<file path="config.mk">
export PLATFORM = sky130hd
export DESIGN_NAME = clock_page_replacement_top
export DESIGN_NICKNAME = d
export VERILOG_FILES = /design/src/cpr_pkg.sv /design/src/clock_page_replacement_top.sv /design/src/cpr_ram.sv /design/src/cpr_engine.sv
export SDC_FILE = /design/constraint.sdc
export NUM_CORES = 2
export LEC_CHECK = 0
export ABC_AREA = 1
export BUFFER_PORTS_ARGS = -buffer_cell sky130_fd_sc_hd__buf_4
export CAP_MARGIN = 5
export CELL_PAD_IN_SITES_DETAIL_PLACEMENT = 1
export CELL_PAD_IN_SITES_GLOBAL_PLACEMENT = 1
export CORE_UTILIZATION = 50
export DETAILED_ROUTE_END_ITERATION = 16
export HOLD_SLACK_MARGIN = 0.06
export PLACE_DENSITY = 0.8
export SLEW_MARGIN = 20
export SYNTH_ARGS = -nofsm -noshare
export SYNTH_HDL_FRONTEND = slang
export SYNTH_SLANG_ARGS = --single-unit
</file>
<file path="constraint.sdc">
create_clock -name clk -period 10 [get_ports clk]
set_input_delay 0.5 -clock clk [delete_from_list [all_inputs] [get_ports clk]]
set_output_delay 0.5 -clock clk [all_outputs]
set_load 0.02 [all_outputs]
</file>
<file path="src/cpr_pkg.sv">
// ----------------------------------------------------------------------------
// cpr_pkg: shared types and constants of the clock page replacement block
// Entry layout, command and result bundles, mode and status codes, and the
// hand wrap helper used by the engine.
// ----------------------------------------------------------------------------
package cpr_pkg;

  localparam int MAX_FRAMES = 64;
  localparam int PAGE_BITS  = 16;
  localparam int FRAME_BITS = 16;

  // Slot index and count widths
  localparam int IDX_W = $clog2(MAX_FRAMES);
  localparam int CNT_W = $clog2(MAX_FRAMES + 1);

  // Fixed field widths of the ports
  localparam int MODE_W   = 3;
  localparam int POS_W    = 6;
  localparam int STATUS_W = 2;
  localparam int FIU_W    = 7;
  localparam int CFG_IDX_W = 1;
  localparam int CMP_W    = (POS_W > CNT_W) ? POS_W : CNT_W;

  localparam int ENTRY_W = PAGE_BITS + FRAME_BITS + 2;

  // Modes
  localparam logic [MODE_W-1:0] MODE_APPEND  = 3'd0;
  localparam logic [MODE_W-1:0] MODE_REPLACE = 3'd1;
  localparam logic [MODE_W-1:0] MODE_TOUCH   = 3'd2;
  localparam logic [MODE_W-1:0] MODE_VICTIM  = 3'd3;
  localparam logic [MODE_W-1:0] MODE_CLEAR   = 3'd4;

  // Status codes
  localparam logic [STATUS_W-1:0] ST_OK          = 2'd0;
  localparam logic [STATUS_W-1:0] ST_APPEND_FULL = 2'd1;
  localparam logic [STATUS_W-1:0] ST_NOT_FULL    = 2'd2;
  localparam logic [STATUS_W-1:0] ST_BAD_POS     = 2'd3;

  // Configuration register indexes
  localparam logic [CFG_IDX_W-1:0] CFG_ALG = 1'd0;
  localparam logic [CFG_IDX_W-1:0] CFG_FIU = 1'd1;

  typedef struct packed {
    logic [PAGE_BITS-1:0]  page;
    logic [FRAME_BITS-1:0] frame;
    logic                  use_b;
    logic                  mod_b;
  } entry_t;

  typedef struct packed {
    logic [MODE_W-1:0]     mode;
    logic [POS_W-1:0]      pos;
    logic [PAGE_BITS-1:0]  page;
    logic [FRAME_BITS-1:0] frame;
    logic                  ubit;
    logic                  mbit;
  } cmd_t;

  typedef struct packed {
    logic             enhanced;
    logic [CNT_W-1:0] n;
  } cfg_t;

  typedef struct packed {
    logic [POS_W-1:0]      vpos;
    logic [PAGE_BITS-1:0]  vpage;
    logic [FRAME_BITS-1:0] vframe;
    logic                  vmod;
    logic [FIU_W-1:0]      fill;
    logic                  full;
    logic [STATUS_W-1:0]   status;
  } res_t;

  // Step a slot index one place, wrapping at the frame count
  function automatic logic [IDX_W-1:0] wrap_inc(input logic [IDX_W-1:0] idx,
                                                input logic [CNT_W-1:0] n);
    logic [CNT_W-1:0] s;
    s = CNT_W'(idx) + CNT_W'(1);
    return (s >= n) ? '0 : IDX_W'(s);
  endfunction

endpackage

</file>
<file path="src/clock_page_replacement_top.sv">
// ----------------------------------------------------------------------------
// clock_page_replacement_top: clock / enhanced second-chance frame table
// Handshake, configuration registers and output register around the engine.
// ----------------------------------------------------------------------------
// One item is taken at a time. Append, replace, clear and unknown modes go
// from transfer straight to the result; touch first reads the slot, then
// merges it. A victim request walks the slots from the hand through one
// evaluation unit fed by the single read port of the slot RAM, one slot per
// cycle: plain clock looks at most n+1 slots, enhanced clock at most 3n+1
// slots, where n is the effective frame count. A finished result waits in
// the output register while the next item is taken.
// ----------------------------------------------------------------------------
module clock_page_replacement_top (
  input  logic                              clk,
  input  logic                              rst_n,

  input  logic                              in_valid,
  output logic                              in_stall,
  input  logic [cpr_pkg::MODE_W-1:0]        in_mode,
  input  logic [cpr_pkg::POS_W-1:0]         in_position,
  input  logic [cpr_pkg::PAGE_BITS-1:0]     in_page_number,
  input  logic [cpr_pkg::FRAME_BITS-1:0]    in_frame_number,
  input  logic                              in_use_bit,
  input  logic                              in_modified_bit,

  output logic                              out_valid,
  input  logic                              out_stall,
  output logic [cpr_pkg::POS_W-1:0]         out_victim_position,
  output logic [cpr_pkg::PAGE_BITS-1:0]     out_victim_page,
  output logic [cpr_pkg::FRAME_BITS-1:0]    out_victim_frame,
  output logic                              out_victim_modified,
  output logic [cpr_pkg::FIU_W-1:0]         out_filled_count,
  output logic                              out_table_full,
  output logic [cpr_pkg::STATUS_W-1:0]      out_status,

  input  logic                              cfg_valid,
  output logic                              cfg_ready,
  input  logic [cpr_pkg::CFG_IDX_W-1:0]     cfg_index,
  input  logic [cpr_pkg::FIU_W-1:0]         cfg_data
);

  logic                      alg_r;
  logic [cpr_pkg::FIU_W-1:0] fiu_r;
  cpr_pkg::cfg_t             cfg;
  cpr_pkg::cmd_t             cmd;
  cpr_pkg::res_t             res;
  cpr_pkg::res_t             out_r;
  logic                      out_valid_r, out_valid_nxt;
  logic                      eng_ready;
  logic                      eng_res_valid;
  logic                      res_take;
  logic                      start;

  // Configuration writes
  assign cfg_ready = 1'b1;

  always_ff @(posedge clk) begin
    if (!rst_n) begin
      alg_r <= 1'b0;
      fiu_r <= cpr_pkg::FIU_W'(4);
    end else if (cfg_valid && cfg_ready) begin
      case (cfg_index)
        cpr_pkg::CFG_ALG: alg_r <= cfg_data[0];
        cpr_pkg::CFG_FIU: fiu_r <= cfg_data;
        default: begin
        end
      endcase
    end
  end

  // Effective frame count: zero acts as one, clamp at table size
  always_comb begin
    cfg.enhanced = alg_r;
    if (fiu_r == '0) begin
      cfg.n = cpr_pkg::CNT_W'(1);
    end else if (int'(fiu_r) > cpr_pkg::MAX_FRAMES) begin
      cfg.n = cpr_pkg::CNT_W'(cpr_pkg::MAX_FRAMES);
    end else begin
      cfg.n = cpr_pkg::CNT_W'(fiu_r);
    end
  end

  // Input transfer
  assign in_stall = !eng_ready;
  assign start    = in_valid && !in_stall;

  always_comb begin
    cmd.mode  = in_mode;
    cmd.pos   = in_position;
    cmd.page  = in_page_number;
    cmd.frame = in_frame_number;
    cmd.ubit  = in_use_bit;
    cmd.mbit  = in_modified_bit;
  end

  cpr_engine u_engine (
    .clk       (clk),
    .rst_n     (rst_n),
    .start     (start),
    .cmd       (cmd),
    .cfg       (cfg),
    .ready     (eng_ready),
    .res_valid (eng_res_valid),
    .res_take  (res_take),
    .res       (res)
  );

  // Output register: load when empty or being drained
  assign res_take = eng_res_valid && (!out_valid_r || !out_stall);

  always_comb begin
    out_valid_nxt = out_valid_r;
    if (res_take) begin
      out_valid_nxt = 1'b1;
    end else if (!out_stall) begin
      out_valid_nxt = 1'b0;
    end
  end

  always_ff @(posedge clk) begin
    if (!rst_n) begin
      out_valid_r <= 1'b0;
    end else begin
      out_valid_r <= out_valid_nxt;
    end
  end

  always_ff @(posedge clk) begin
    if (res_take) begin
      out_r <= res;
    end
  end

  assign out_valid           = out_valid_r;
  assign out_victim_position = out_r.vpos;
  assign out_victim_page     = out_r.vpage;
  assign out_victim_frame    = out_r.vframe;
  assign out_victim_modified = out_r.vmod;
  assign out_filled_count    = out_r.fill;
  assign out_table_full      = out_r.full;
  assign out_status          = out_r.status;

endmodule

</file>
<file path="src/cpr_ram.sv">
// ----------------------------------------------------------------------------
// cpr_ram: generic simple dual port RAM
// One write port, one read port with registered read data (old data on a
// same-address collision).
// ----------------------------------------------------------------------------
module cpr_ram #(
  parameter int WIDTH = 8,
  parameter int DEPTH = 64
) (
  input  logic                     clk,
  input  logic                     we,
  input  logic [$clog2(DEPTH)-1:0] waddr,
  input  logic [WIDTH-1:0]         wdata,
  input  logic [$clog2(DEPTH)-1:0] raddr,
  output logic [WIDTH-1:0]         rdata
);

  logic [WIDTH-1:0] mem [DEPTH];

  // Write and registered read
  always_ff @(posedge clk) begin
    if (we) begin
      mem[waddr] <= wdata;
    end
    rdata <= mem[raddr];
  end

endmodule

</file>
<file path="src/cpr_engine.sv">
// ----------------------------------------------------------------------------
// cpr_engine: frame table sequencer
// Holds the slot RAM, the per-slot valid bits, the hand and the fill count,
// and sequences each command; victim scans run through one slot evaluation unit, one slot a cycle.
// ----------------------------------------------------------------------------
module cpr_engine (
  input  logic          clk,
  input  logic          rst_n,
  input  logic          start,
  input  cpr_pkg::cmd_t cmd,
  input  cpr_pkg::cfg_t cfg,
  output logic          ready,
  output logic          res_valid,
  input  logic          res_take,
  output cpr_pkg::res_t res
);

  localparam logic [1:0] S_IDLE  = 2'd0;
  localparam logic [1:0] S_TOUCH = 2'd1;
  localparam logic [1:0] S_SCAN  = 2'd2;
  localparam logic [1:0] S_DONE  = 2'd3;

  logic [1:0] state_r, state_nxt;

  logic [cpr_pkg::CNT_W-1:0]      fill_r, fill_nxt;
  logic [cpr_pkg::IDX_W-1:0]      hand_r, hand_nxt;
  logic [cpr_pkg::MAX_FRAMES-1:0] vld_r, vld_nxt;

  // Scan pipeline: read pointer, evaluation stage, bypass of a same-cycle write
  logic [cpr_pkg::IDX_W-1:0] rd_ptr_r, rd_ptr_nxt;
  logic                      ev_v_r, ev_v_nxt;
  logic [cpr_pkg::IDX_W-1:0] ev_addr_r, ev_addr_nxt;
  logic                      ev_vld_r, ev_vld_nxt;
  logic                      byp_r, byp_nxt;
  cpr_pkg::entry_t           byp_ent_r, byp_ent_nxt;
  logic [cpr_pkg::IDX_W-1:0] step_r, step_nxt;
  logic                      pass_r, pass_nxt;

  // Command held for multi-cycle modes
  logic                      mbit_r, mbit_nxt;

  // Result fields
  logic [cpr_pkg::STATUS_W-1:0]   status_r, status_nxt;
  logic [cpr_pkg::IDX_W-1:0]      vpos_r, vpos_nxt;
  logic [cpr_pkg::PAGE_BITS-1:0]  vpage_r, vpage_nxt;
  logic [cpr_pkg::FRAME_BITS-1:0] vframe_r, vframe_nxt;
  logic                           vmod_r, vmod_nxt;

  // RAM ports
  logic                         we;
  logic [cpr_pkg::IDX_W-1:0]    waddr;
  cpr_pkg::entry_t              wdata;
  logic [cpr_pkg::IDX_W-1:0]    raddr;
  logic [cpr_pkg::ENTRY_W-1:0]  rdata;

  // Decode helpers
  logic                      pos_bad;
  logic [cpr_pkg::IDX_W-1:0] pos_idx;
  logic [cpr_pkg::IDX_W-1:0] hand_eff;
  cpr_pkg::entry_t           ram_ent;
  cpr_pkg::entry_t           ent;
  logic                      hit;
  logic                      clr_use;

  cpr_ram #(
    .WIDTH (cpr_pkg::ENTRY_W),
    .DEPTH (cpr_pkg::MAX_FRAMES)
  ) u_slots (
    .clk   (clk),
    .we    (we),
    .waddr (waddr),
    .wdata (wdata),
    .raddr (raddr),
    .rdata (rdata)
  );

  assign pos_bad = (cpr_pkg::CMP_W'(cmd.pos) >= cpr_pkg::CMP_W'(fill_r)) ||
                   (cpr_pkg::CMP_W'(cmd.pos) >= cpr_pkg::CMP_W'(cpr_pkg::MAX_FRAMES));
  assign pos_idx  = cpr_pkg::IDX_W'(cmd.pos);
  assign hand_eff = (cpr_pkg::CNT_W'(hand_r) >= cfg.n) ? '0 : hand_r;

  // Effective slot contents: bypass wins, an invalid slot has use and modified clear
  always_comb begin
    ram_ent = cpr_pkg::entry_t'(rdata);
    if (byp_r) begin
      ent = byp_ent_r;
    end else begin
      ent = ram_ent;
      if (!ev_vld_r) begin
        ent.use_b = 1'b0;
        ent.mod_b = 1'b0;
      end
    end
  end

  // Slot evaluation unit
  always_comb begin
    if (!cfg.enhanced) begin
      hit = !ent.use_b;
    end else if (!pass_r) begin
      hit = !ent.use_b && !ent.mod_b;
    end else begin
      hit = !ent.use_b && ent.mod_b;
    end
    clr_use = ent.use_b && (!cfg.enhanced || pass_r);
  end

  // Sequencer
  always_comb begin
    state_nxt   = state_r;
    fill_nxt    = fill_r;
    hand_nxt    = hand_r;
    vld_nxt     = vld_r;
    rd_ptr_nxt  = rd_ptr_r;
    ev_v_nxt    = 1'b0;
    ev_addr_nxt = ev_addr_r;
    ev_vld_nxt  = ev_vld_r;
    byp_nxt     = 1'b0;
    byp_ent_nxt = byp_ent_r;
    step_nxt    = step_r;
    pass_nxt    = pass_r;
    mbit_nxt    = mbit_r;
    status_nxt  = status_r;
    vpos_nxt    = vpos_r;
    vpage_nxt   = vpage_r;
    vframe_nxt  = vframe_r;
    vmod_nxt    = vmod_r;
    we          = 1'b0;
    waddr       = pos_idx;
    wdata       = '0;
    raddr       = pos_idx;

    case (state_r)
      S_IDLE: begin
        if (start) begin
          status_nxt = cpr_pkg::ST_OK;
          vpos_nxt   = '0;
          vpage_nxt  = '0;
          vframe_nxt = '0;
          vmod_nxt   = 1'b0;
          mbit_nxt   = cmd.mbit;
          state_nxt  = S_DONE;
          case (cmd.mode)
            cpr_pkg::MODE_APPEND: begin
              if (fill_r >= cfg.n) begin
                status_nxt = cpr_pkg::ST_APPEND_FULL;
              end else begin
                we          = 1'b1;
                waddr       = cpr_pkg::IDX_W'(fill_r);
                wdata.page  = cmd.page;
                wdata.frame = cmd.frame;
                wdata.use_b = cmd.ubit;
                wdata.mod_b = cmd.mbit;
                vld_nxt[cpr_pkg::IDX_W'(fill_r)] = 1'b1;
                fill_nxt    = cpr_pkg::CNT_W'(fill_r + cpr_pkg::CNT_W'(1));
              end
            end
            cpr_pkg::MODE_REPLACE: begin
              if (pos_bad) begin
                status_nxt = cpr_pkg::ST_BAD_POS;
              end else begin
                we          = 1'b1;
                wdata.page  = cmd.page;
                wdata.frame = cmd.frame;
                wdata.use_b = cmd.ubit;
                wdata.mod_b = cmd.mbit;
                vld_nxt[pos_idx] = 1'b1;
              end
            end
            cpr_pkg::MODE_TOUCH: begin
              if (pos_bad) begin
                status_nxt = cpr_pkg::ST_BAD_POS;
              end else begin
                // read the slot now, merge next cycle
                ev_addr_nxt = pos_idx;
                ev_vld_nxt  = vld_r[pos_idx];
                state_nxt   = S_TOUCH;
              end
            end
            cpr_pkg::MODE_VICTIM: begin
              if (fill_r < cfg.n) begin
                status_nxt = cpr_pkg::ST_NOT_FULL;
              end else begin
                rd_ptr_nxt = hand_eff;
                hand_nxt   = hand_eff;
                step_nxt   = '0;
                pass_nxt   = 1'b0;
                state_nxt  = S_SCAN;
              end
            end
            cpr_pkg::MODE_CLEAR: begin
              fill_nxt = '0;
              hand_nxt = '0;
              vld_nxt  = '0;
            end
            default: begin
            end
          endcase
        end
      end

      S_TOUCH: begin
        // set use, fold in the write flag
        we          = 1'b1;
        waddr       = ev_addr_r;
        wdata.page  = ent.page;
        wdata.frame = ent.frame;
        wdata.use_b = 1'b1;
        wdata.mod_b = ent.mod_b | mbit_r;
        vld_nxt[ev_addr_r] = 1'b1;
        state_nxt   = S_DONE;
      end

      S_SCAN: begin
        if (ev_v_r) begin
          hand_nxt = cpr_pkg::wrap_inc(ev_addr_r, cfg.n);
          if (cpr_pkg::CNT_W'(step_r) + cpr_pkg::CNT_W'(1) >= cfg.n) begin
            step_nxt = '0;
            pass_nxt = !pass_r;
          end else begin
            step_nxt = cpr_pkg::IDX_W'(cpr_pkg::CNT_W'(step_r) + cpr_pkg::CNT_W'(1));
          end
          if (clr_use) begin
            we          = 1'b1;
            waddr       = ev_addr_r;
            wdata.page  = ent.page;
            wdata.frame = ent.frame;
            wdata.use_b = 1'b0;
            wdata.mod_b = ent.mod_b;
            vld_nxt[ev_addr_r] = 1'b1;
          end
        end
        if (ev_v_r && hit) begin
          vpos_nxt   = ev_addr_r;
          vpage_nxt  = ent.page;
          vframe_nxt = ent.frame;
          vmod_nxt   = ent.mod_b;
          state_nxt  = S_DONE;
        end else begin
          // issue the next slot read, forwarding a write to the same slot
          raddr       = rd_ptr_r;
          rd_ptr_nxt  = cpr_pkg::wrap_inc(rd_ptr_r, cfg.n);
          ev_v_nxt    = 1'b1;
          ev_addr_nxt = rd_ptr_r;
          byp_nxt     = we && (waddr == rd_ptr_r);
          byp_ent_nxt = wdata;
          ev_vld_nxt  = vld_r[rd_ptr_r] | byp_nxt;
        end
      end

      S_DONE: begin
        if (res_take) begin
          state_nxt = S_IDLE;
        end
      end

      default: begin
        state_nxt = S_IDLE;
      end
    endcase
  end

  // Control state
  always_ff @(posedge clk) begin
    if (!rst_n) begin
      state_r <= S_IDLE;
      fill_r  <= '0;
      hand_r  <= '0;
      vld_r   <= '0;
      ev_v_r  <= 1'b0;
      byp_r   <= 1'b0;
      step_r  <= '0;
      pass_r  <= 1'b0;
    end else begin
      state_r <= state_nxt;
      fill_r  <= fill_nxt;
      hand_r  <= hand_nxt;
      vld_r   <= vld_nxt;
      ev_v_r  <= ev_v_nxt;
      byp_r   <= byp_nxt;
      step_r  <= step_nxt;
      pass_r  <= pass_nxt;
    end
  end

  // Datapath registers
  always_ff @(posedge clk) begin
    rd_ptr_r  <= rd_ptr_nxt;
    ev_addr_r <= ev_addr_nxt;
    ev_vld_r  <= ev_vld_nxt;
    byp_ent_r <= byp_ent_nxt;
    mbit_r    <= mbit_nxt;
    status_r  <= status_nxt;
    vpos_r    <= vpos_nxt;
    vpage_r   <= vpage_nxt;
    vframe_r  <= vframe_nxt;
    vmod_r    <= vmod_nxt;
  end

  assign ready     = (state_r == S_IDLE);
  assign res_valid = (state_r == S_DONE);

  always_comb begin
    res.vpos   = cpr_pkg::POS_W'(vpos_r);
    res.vpage  = vpage_r;
    res.vframe = vframe_r;
    res.vmod   = vmod_r;
    res.fill   = cpr_pkg::FIU_W'(fill_r);
    res.full   = (fill_r >= cfg.n);
    res.status = status_r;
  end

endmodule
</file>
==> flow_summary.toml <==
[outcome]
outcome = "finished clean"

[run]
drv_cap = 0

[grt]
grt_pass1_vias = 89200
grt_start_max_net_pins = 226
antenna_found_initial = 32
grt_pass1_wl_mm = 565
grt_usage_pct = 34.4
grt-ovfl-total = 0

[worst_setup_path]
crit_chain = "buf_4, inv_2, nand3_2, nand2_1, nand2_1, nand3_2, nand2_2, nand2_8, nand2_4, buf_12, buf_4, nand2_1, nand3_1, nand3_1, nand3_1, nand3_1, nand3_1, nand2_1"
cp_slowest_cell = "nand2_4"
path_class = "reg -> reg"
cp_max_fo = 167
start_kind = "register"
rr_endpoint = "u_engine.u_slots.rdata[19]"
max_stage_delay_ps = 970
r2r_start = "u_engine.byp_r"
worst_path_most_repeated_cell = "nand3_1"
end_kind = "register"
arrival_ps = 7220
reg2regPathDepth = 18
critical_path_required_ps = 10810
r2r_setup_slack_ps = 3590

[timing]
hold_slack_ps = 125
worstMarginPinSlew_ps = 1250
slew_headroom_pct = 16.4
fin_skew_ps = 56.6
fmax_mhz = 156
finalSetupViolCount = 0
finalHoldViolCount = 0
min_period_ps = 6410
slew_viol_final = 0
tns_ps = 0
fin_crit_sh_pct = 64.1
rsz0062_at_grt = "false"

[synth]
synth_cell_types = 42
synth_area_per_cell_um2 = 10.0
synthCells = 10900
synthFlopType = "edfxtp_1"
synth_nets = 11000
ys_seq_elements = 2444
synth-edff-count = 2313
yosysWarnings = 0
async_flop_share_pct = 0
yosysSeqAreaShare_pct = 66.0
syn_area_um2 = 109000

[routing]
first_iter_violations = 10400
ant_nets = 0
drt_pass1_iterations = 6
wl_per_cell_um = 27.5
vias_per_cell = 6.06
wirelength_mm = 384
via_count = 84600
remaining_drc_errors = 0

[cts]
cts_setup_buffers = 0
clk_path_buf_depth = 4
numClockSinks = 2444
clock_latency_ps = 960
cts_htree_levels = 5
cts-hold-fix-buffers = 16
cts_tree = "done"
cts_buffers = 280
cts_root_buffer = "clkbuf_16"
clk_pin_slew_ps = 60
cts-resized-gates = 0

[place]
hpwl_mm = 208
gp_congestion = 0.914
port_buffers = 106

[worst_hold_path]
hold_depth = 3
holdCritStartpoint = "in_valid"
hp-class = "in -> reg"
holdPathEnd = "u_engine.mbit_r"

[power_and_ir_drop]
p_clk_share_pct = 28.3
ir_drop_mv = 0.215
power_frac_seq_pct = 37.9
p_total_mw = 35.1
p_per_area_nw_per_um2 = 286
power_switching_mw = 13.7
comb_power_share_pct = 33.8
power.internal_mw = 21.3
swShare_pct = 39.2
leakagePower_nw = 51.2

[layout]
seqCellArea_um2 = 72100
fin_nets = 11000
syn_to_final_growth_pct = 12.3
drive_above_1_share_pct = 7.65
multi_input_area_um2 = 27400
nFillCells = 23300
mostFrequentLayoutCell = "nand3_1"
final_cell_mix = "nand3_1, edfxtp_1, nand2_1"

[die]
initial_core_util_pct = 50.3
die_w_um = 469
ioPinCount = 108
coreArea_um2 = 217000
die_h_um = 469
dieArea_um2 = 220000
std_cell_rows = 171
==> worst max path at each step <==
stage,slack [ps],endpoint,start
3_5_place_dp,3950,u_engine.u_slots.rdata[25],u_engine.byp_r
3_3_place_gp,4130,u_engine.u_slots.rdata[1],u_engine.byp_r
4_1_cts,3790,u_engine.u_slots.rdata[19],u_engine.byp_r
6_report,3590,u_engine.u_slots.rdata[19],u_engine.byp_r
5_1_grt,3270,u_engine.u_slots.rdata[19],u_engine.byp_r
2_1_floorplan,5590,u_engine.u_slots.mem[0][10],in_position[0]
==> registers in the layout (all words and copies together), names as in the netlist, 2 cells and up <==
register,flops
u_engine.rd_ptr_r,6
u_engine.u_slots.rdata,34
u_engine.vpos_r,6
u_engine.ev_addr_r,6
out_victim_position,6
u_engine.state_r,2
out_status,2
u_engine.vpage_r,16
u_engine.vframe_r,16
out_filled_count,7
out_victim_frame,16
u_engine.step_r,6
fiu_r,7
u_engine.hand_r,6
u_engine.status_r,2
out_victim_page,16
u_engine.vld_r,64
u_engine.fill_r,7
u_engine.u_slots.mem,2176
u_engine.byp_ent_r,33
==> cell usage after synthesis (76+ instances only) <==
cell | number | area [um^2]
nand3_1 | 2360 | 11800
dfxtp_1 | 131 | 2620
edfxtp_1 | 2313 | 69500
o22ai_1 | 88 | 551
a21oi_1 | 243 | 1220
nand2_1 | 2276 | 8540
nor2_1 | 210 | 788
clkbuf_1 | 261 | 980
buf_2 | 227 | 1140
inv_1 | 2205 | 8280
o21ai_0 | 161 | 806
buf_1 | 76 | 285
==> layer usage <==
metal  vias up  routed length, um  GRT usage (%)
met2      4834             182000           56.6
met4        20              20800           17.7
met3      1187              37100           6.49
li1      35900                  -              -
met1     42600             144000           43.3
met5         -                128              0
==> power groups by stage <==
| stage | Combinational (mW) | Clock [mW] | Sequential, mW |
|---|---|---|---|
| after floorplan | 6.79 | 0 | 13.3 |
| final | 11.9 | 9.92 | 13.3 |
| after detailed placement | 11.3 | 0 | 13.5 |
| after global routing | 12.5 | 10.3 | 13.3 |
| after global placement | 10.8 | 0 | 13.4 |
| after CTS | 11.5 | 10.0 | 13.2 |
==> worst max-delay path, delay by kind of cell, from the launching register on <==
| kind | cells | cell delay [ps] |
|---|---|---|
| AND/OR/NAND/NOR | 14 | 3460 |
| buffers and inverters | 4 | 2040 |
| flip-flops | 1 | 310 |
==> area by class of cell <==
type                    instances  area share, %
repair buffers                310           2.16
multi-input cells            5640           22.3
clock inverters               119          0.828
flip-flops and latches       2444           58.8
clock buffers                 360           6.19
diodes                          8         0.0163
well taps                    2854           2.91
inverters                    2222           6.81
==> kinds of logic (layout without fill, tap and decap cells) <==
kind of cell | Yosys count | in the layout | synth area share, %
compound gates | 595 | 595 | 3.13
xor+xnor | 13 | 13 | 0.104
fa+ha+maj | 49 | 49 | 0.561
buf+inv | 2813 | 3011 | 10.0
flops | 2444 | 2444 | 66.0
mux | 34 | 34 | 0.311
other cells | 1 | 9 | 0.00343
simple gates | 4948 | 4948 | 19.9
==> per-stage QoR <==
step | instances | util, % | instance area (um^2) | worst slack (ps)
2_1_floorplan | 10900 | - | 109000 | 5590
3_5_place_dp | 13500 | 52.4 | 114000 | 3950
3_3_place_gp | 13500 | 52.4 | 114000 | 4130
5_1_grt | 14000 | 56.5 | 123000 | 3270
6_report | 14000 | 56.5 | 123000 | 3590
4_1_cts | 13900 | 56.4 | 123000 | 3790
Note: power is estimated with default switching activity, not from simulation.
